File: src/design/deq_pkg.sv
package deq_pkg;

    // default sizing
    localparam int DEPTH_DEF      = 4096;
    localparam int DATA_WIDTH_DEF = 32;

    // fixed field widths
    localparam int OP_W     = 3;
    localparam int WORD_W   = 32;
    localparam int STATUS_W = 2;

    // command codes
    localparam logic [OP_W-1:0] OP_PUSH_FRONT = 3'd0;
    localparam logic [OP_W-1:0] OP_PUSH_BACK  = 3'd1;
    localparam logic [OP_W-1:0] OP_POP_FRONT  = 3'd2;
    localparam logic [OP_W-1:0] OP_POP_BACK   = 3'd3;
    localparam logic [OP_W-1:0] OP_SIZE       = 3'd4;
    localparam logic [OP_W-1:0] OP_EMPTY      = 3'd5;
    localparam logic [OP_W-1:0] OP_FRONT      = 3'd6;
    localparam logic [OP_W-1:0] OP_BACK       = 3'd7;

    // status codes
    localparam logic [STATUS_W-1:0] ST_OK    = 2'd0;
    localparam logic [STATUS_W-1:0] ST_EMPTY = 2'd1;
    localparam logic [STATUS_W-1:0] ST_FULL  = 2'd2;

    // command word
    typedef struct packed {
        logic [OP_W-1:0]   opcode;
        logic [WORD_W-1:0] push_value;
    } deq_cmd_t;

    // response word
    typedef struct packed {
        logic [WORD_W-1:0]   result_data;
        logic [STATUS_W-1:0] status;
    } deq_rsp_t;

    // controller to datapath
    typedef struct packed {
        logic take;
        logic exec;
        logic emit;
    } deq_ctrl_t;

    // datapath to controller
    typedef struct packed {
        logic rsp_free;
    } deq_stat_t;

endpackage

File: src/design/deq_ctrl.sv
module deq_ctrl (
    input  logic               clk,
    input  logic               rst_n,
    input  logic               cmd_valid,
    output logic               cmd_ready,
    output deq_pkg::deq_ctrl_t ctrl,
    input  deq_pkg::deq_stat_t stat
);
    import deq_pkg::*;

    typedef enum logic [2:0] {
        S_IDLE = 3'b001,
        S_EXEC = 3'b010,
        S_RESP = 3'b100
    } state_t;

    state_t state_reg, state_next;

    // sequencing
    always_comb
    begin
        state_next = state_reg;
        cmd_ready  = 1'b0;
        ctrl       = '0;
        case (state_reg)
            S_IDLE:
            begin
                cmd_ready = 1'b1;
                if (cmd_valid)
                begin
                    ctrl.take  = 1'b1;
                    state_next = S_EXEC;
                end
            end
            S_EXEC:
            begin
                ctrl.exec  = 1'b1;
                state_next = S_RESP;
            end
            S_RESP:
            begin
                if (stat.rsp_free)
                begin
                    ctrl.emit  = 1'b1;
                    state_next = S_IDLE;
                end
            end
            default:
                state_next = S_IDLE;
        endcase
    end

    always_ff @(posedge clk or negedge rst_n)
    begin
        if (!rst_n)
            state_reg <= S_IDLE;
        else
            state_reg <= state_next;
    end

endmodule
File: config.mk
export PLATFORM = sky130hd
export DESIGN_NAME = deq_ctrl
export DESIGN_NICKNAME = d
export VERILOG_FILES = /design/src/design/deq_pkg.sv /design/src/design/deq_ctrl.sv
export SDC_FILE = /design/constraint.sdc
export NUM_CORES = 1
export LEC_CHECK = 0
export ABC_AREA = 1
export BUFFER_PORTS_ARGS = -buffer_cell sky130_fd_sc_hd__buf_2
export CAP_MARGIN = 10
export CELL_PAD_IN_SITES_DETAIL_PLACEMENT = 1
export CELL_PAD_IN_SITES_GLOBAL_PLACEMENT = 2
export CORE_AREA = 5 5 42 44
export CTS_BUF_LIST = sky130_fd_sc_hd__clkbuf_8
export DETAILED_ROUTE_END_ITERATION = 16
export DIE_AREA = 0 0 47 49
export GPL_TIMING_DRIVEN = 0
export PLACE_DENSITY = 0.46
export SYNTH_ARGS = -nofsm -noshare
export SYNTH_HDL_FRONTEND = slang
export SYNTH_SLANG_ARGS = --single-unit
File: constraint.sdc
create_clock -name clk -period 2.19 [get_ports clk]
set_input_delay 0.5475 -clock clk [delete_from_list [all_inputs] [get_ports clk]]
set_output_delay 0.5475 -clock clk [all_outputs]
set_load 0.02 [all_outputs]
==> metrics.md <==
| Metric | Value |
|---|---|
| Outcome | `finished, final reports clean` |
| Seq cells post-synth | `3` |
| Final antenna-violating net count | `0` |
| Comb power frac | `38.9%` |
| CTS max path bufs | `2` |
| Port Buffers | `7` |
| Via count | `166` |
| Internal cell power | `0.273 mW` |
| Site row count | `14` |
| Grt met2 use | `6.33%` |
| CTS tree | `done` |
| GR peak layer | `met2` |
| Least-Margin Pin Slew | `0.227 ns` |
| Total net switching power | `0.162 mW` |
| Post-cts sizing count | `0` |
| Root buf cell | `clkbuf_8` |
| Layout net count | `37` |
| Layout cells sized above 1 | `~53%` |
| Largest register FFs | `3` |
| Relative slew margins | `84.8%` |
| Warnings from Yosys | `0` |
| Initial DRC count | `0` |
| DIE WIDTH | `47 um` |
| CP Cell Sequence | `inv_1, nand3_2, inv_1, buf_4, buf_2` |
| Critical path type | `register to output pin` |
| Max-slew violations | `0` |
| DR WL/cell | `8.56 um` |
| Clock Power Share | `about 36%` |
| Worst path buffer plus inverter count | `4` |
| Clk_skew | `about 0.0012 ns` |
| Register Area | `76.3 um2` |
| WHS | `about 0.12 ns` |
| Dpl hpwl | `335 um` |
| CP Launch Point | `state_reg[0]$_DFFE_PN1P_` |
| Global-route wire length before repair | `779 um` |
| VDD IR-drop max | `0.459 mV` |
| Fillers | `174` |
| Largest net degree at the start of global routing | `5` |
| Post-layout min period | `between 1.5 and 2 ns` |
| Htree depth | `1` |
| Critical path peak fanout | `4` |
| Vias in the first global route | `200` |
| Hold-fix buffers at CTS | `0` |
| Critical Path Start Type | `register` |
| Delay-heaviest family, CP | `flip-flops` |
| Vias per inst | `3.46` |
| Pwr dens | `1580 nW/um2` |
| Slowest-stage cell, CP | `dfstp_2` |
| TritonCTS Sinks | `3` |
| Critical Path RT | `1.64 ns` |
| DRT Wirelength | `a little over 400 um` |
| Total CTS buffers | `3` |
| Final Hold Vio Count | `0` |
| Clock Latency Late Sink | `roughly 0.21 ns` |
| Worst R2R Start | `state_reg[0]$_DFFE_PN1P_` |
| Ports | `8` |
| Sequential element share of the synthesized area | `a little over two fifths` |
| Ant diodes | `0` |
| Flop2flop setup slack | `1.29 ns` |
| Crit share post-route | `80.5%` |
| Max stage delay on crit path | `0.56 ns` |
| Clock Pin Slew Worst Setup and Hold Paths | `roughly 0.030 ns` |
| Max-cap viol count | `0` |
| Library cells used by synthesis | `11` |
| Crit path top cell by count | `inv_1` |
| Total GRT Usage | `between 5 and 6%` |
| Drt drc | `0` |
| CORE AREA | `1400 um2` |
| Most common cell after layout, fill and taps aside | `buf_2` |
| Worst hold path type | `input pin to async pin` |
| Max Freq | `567 MHz` |
| Area added between synthesis and finish | `57.1%` |
| Die span in y | `49 um` |
| Total setup buffers inserted after CTS | `0` |
| RePlAce Congestion | `0.625` |
| Multi-input logic area | `approximately 69 um2` |
| Mapped Area | `175 um2` |
| Met3 global-route usage | `under 10%` |
| Net Count, Synth | `25` |
| WP data arrival | `between 1 and 1.5 ns` |
| Share of power burned in registers | `25.6%` |
| Setup TNS | `0 ns` |
| RSZ-0062 raised after global routing | `false` |
| Commonest non-fill, non-tap cells in the layout | `7 x buf_2, 4 x inv_1` |
| Drt pass-1 iters | `1` |
| Full die area | `around 2300 um2` |
| Final Setup Violations | `0` |
| Initial Util | `between 10% and 20%` |
| Met1 GRT Util | `~5.1%` |
| CP Capture Type | `output pin` |
| Switching part of the total | `37.2%` |
| Avg Cell Area, Syn | `8.34 um2` |
| Lkg Pwr | `0.167 nW` |
| Initial antenna violation count | `0` |
| Syn Inst Count | `21` |
| GRT overflow | `0` |
==> kinds of logic after synthesis <==
group	count (synthesis)	synth area share, %
AND/OR/NAND/NOR	11	39.3
buffers and inverters	7	17.1
flip-flops	3	43.6
==> layout make-up <==
| cell class | count | area share [%] |
|---|---|---|
| flip-flops and latches | 3 | 27.7 |
| multi-input cells | 11 | 25.0 |
| clock buffers | 3 | 15.0 |
| repair buffers | 7 | 12.7 |
| inverters | 6 | 8.18 |
| well taps | 16 | 7.27 |
| plain buffers | 1 | 2.73 |
| clock inverters | 1 | 1.36 |
==> Yosys cell counts (all sizes together) <==
| library cell | n | area (um2) |
|---|---|---|
| buf | 1 | 7.51 |
| dfrtp | 2 | 50.1 |
| dfstp | 1 | 26.3 |
| inv | 6 | 22.5 |
| nand2 | 3 | 11.3 |
| nand3 | 3 | 20.0 |
| nand3b | 1 | 20.0 |
| nor2 | 3 | 11.3 |
| nor4 | 1 | 6.26 |
==> power groups by stage <==
stage,logic [mW],registers [mW],clock network [mW]
6_report,0.169,0.111,0.154
5_1_grt,0.192,0.116,0.170
4_1_cts,0.175,0.113,0.158
3_5_place_dp,0.174,0.113,0
3_3_place_gp,0.172,0.112,0
2_1_floorplan,0.131,0.107,0
==> stage by stage <==
stage                     util [%]  setup slack (ns)  power, mW  instance area (um2)  cells
after detailed placement      16.4             0.595      0.287                  230     44
after global routing          19.6             0.351      0.477                  275     48
final                         19.6             0.426      0.435                  275     48
after CTS                     19.6             0.407      0.446                  275     48
after floorplan                  -             0.438      0.238                  175     21
after global placement        16.4             0.603      0.284                  230     44
==> final timing paths <==
path	to	cells after the start
min in group clk	state_reg[2]$_DFFE_PN0P_	2
max in group asynchronous	state_reg[0]$_DFFE_PN1P_	1
min reg2reg	state_reg[2]$_DFFE_PN0P_	2
max reg2reg	state_reg[0]$_DFFE_PN1P_	4
min	state_reg[2]$_DFFE_PN0P_	1
max	ctrl[1]	5
==> routing by layer <==
| metal | vias up | share of wire (%) |
|---|---|---|
| met3 | 2 | 13 |
| met2 | 8 | 47 |
| met1 | 72 | 37 |
| li1 | 84 | - |
| met4 | 0 | 2.4 |
| met5 | - | 0 |
Note: power is estimated with default switching activity, not from simulation.
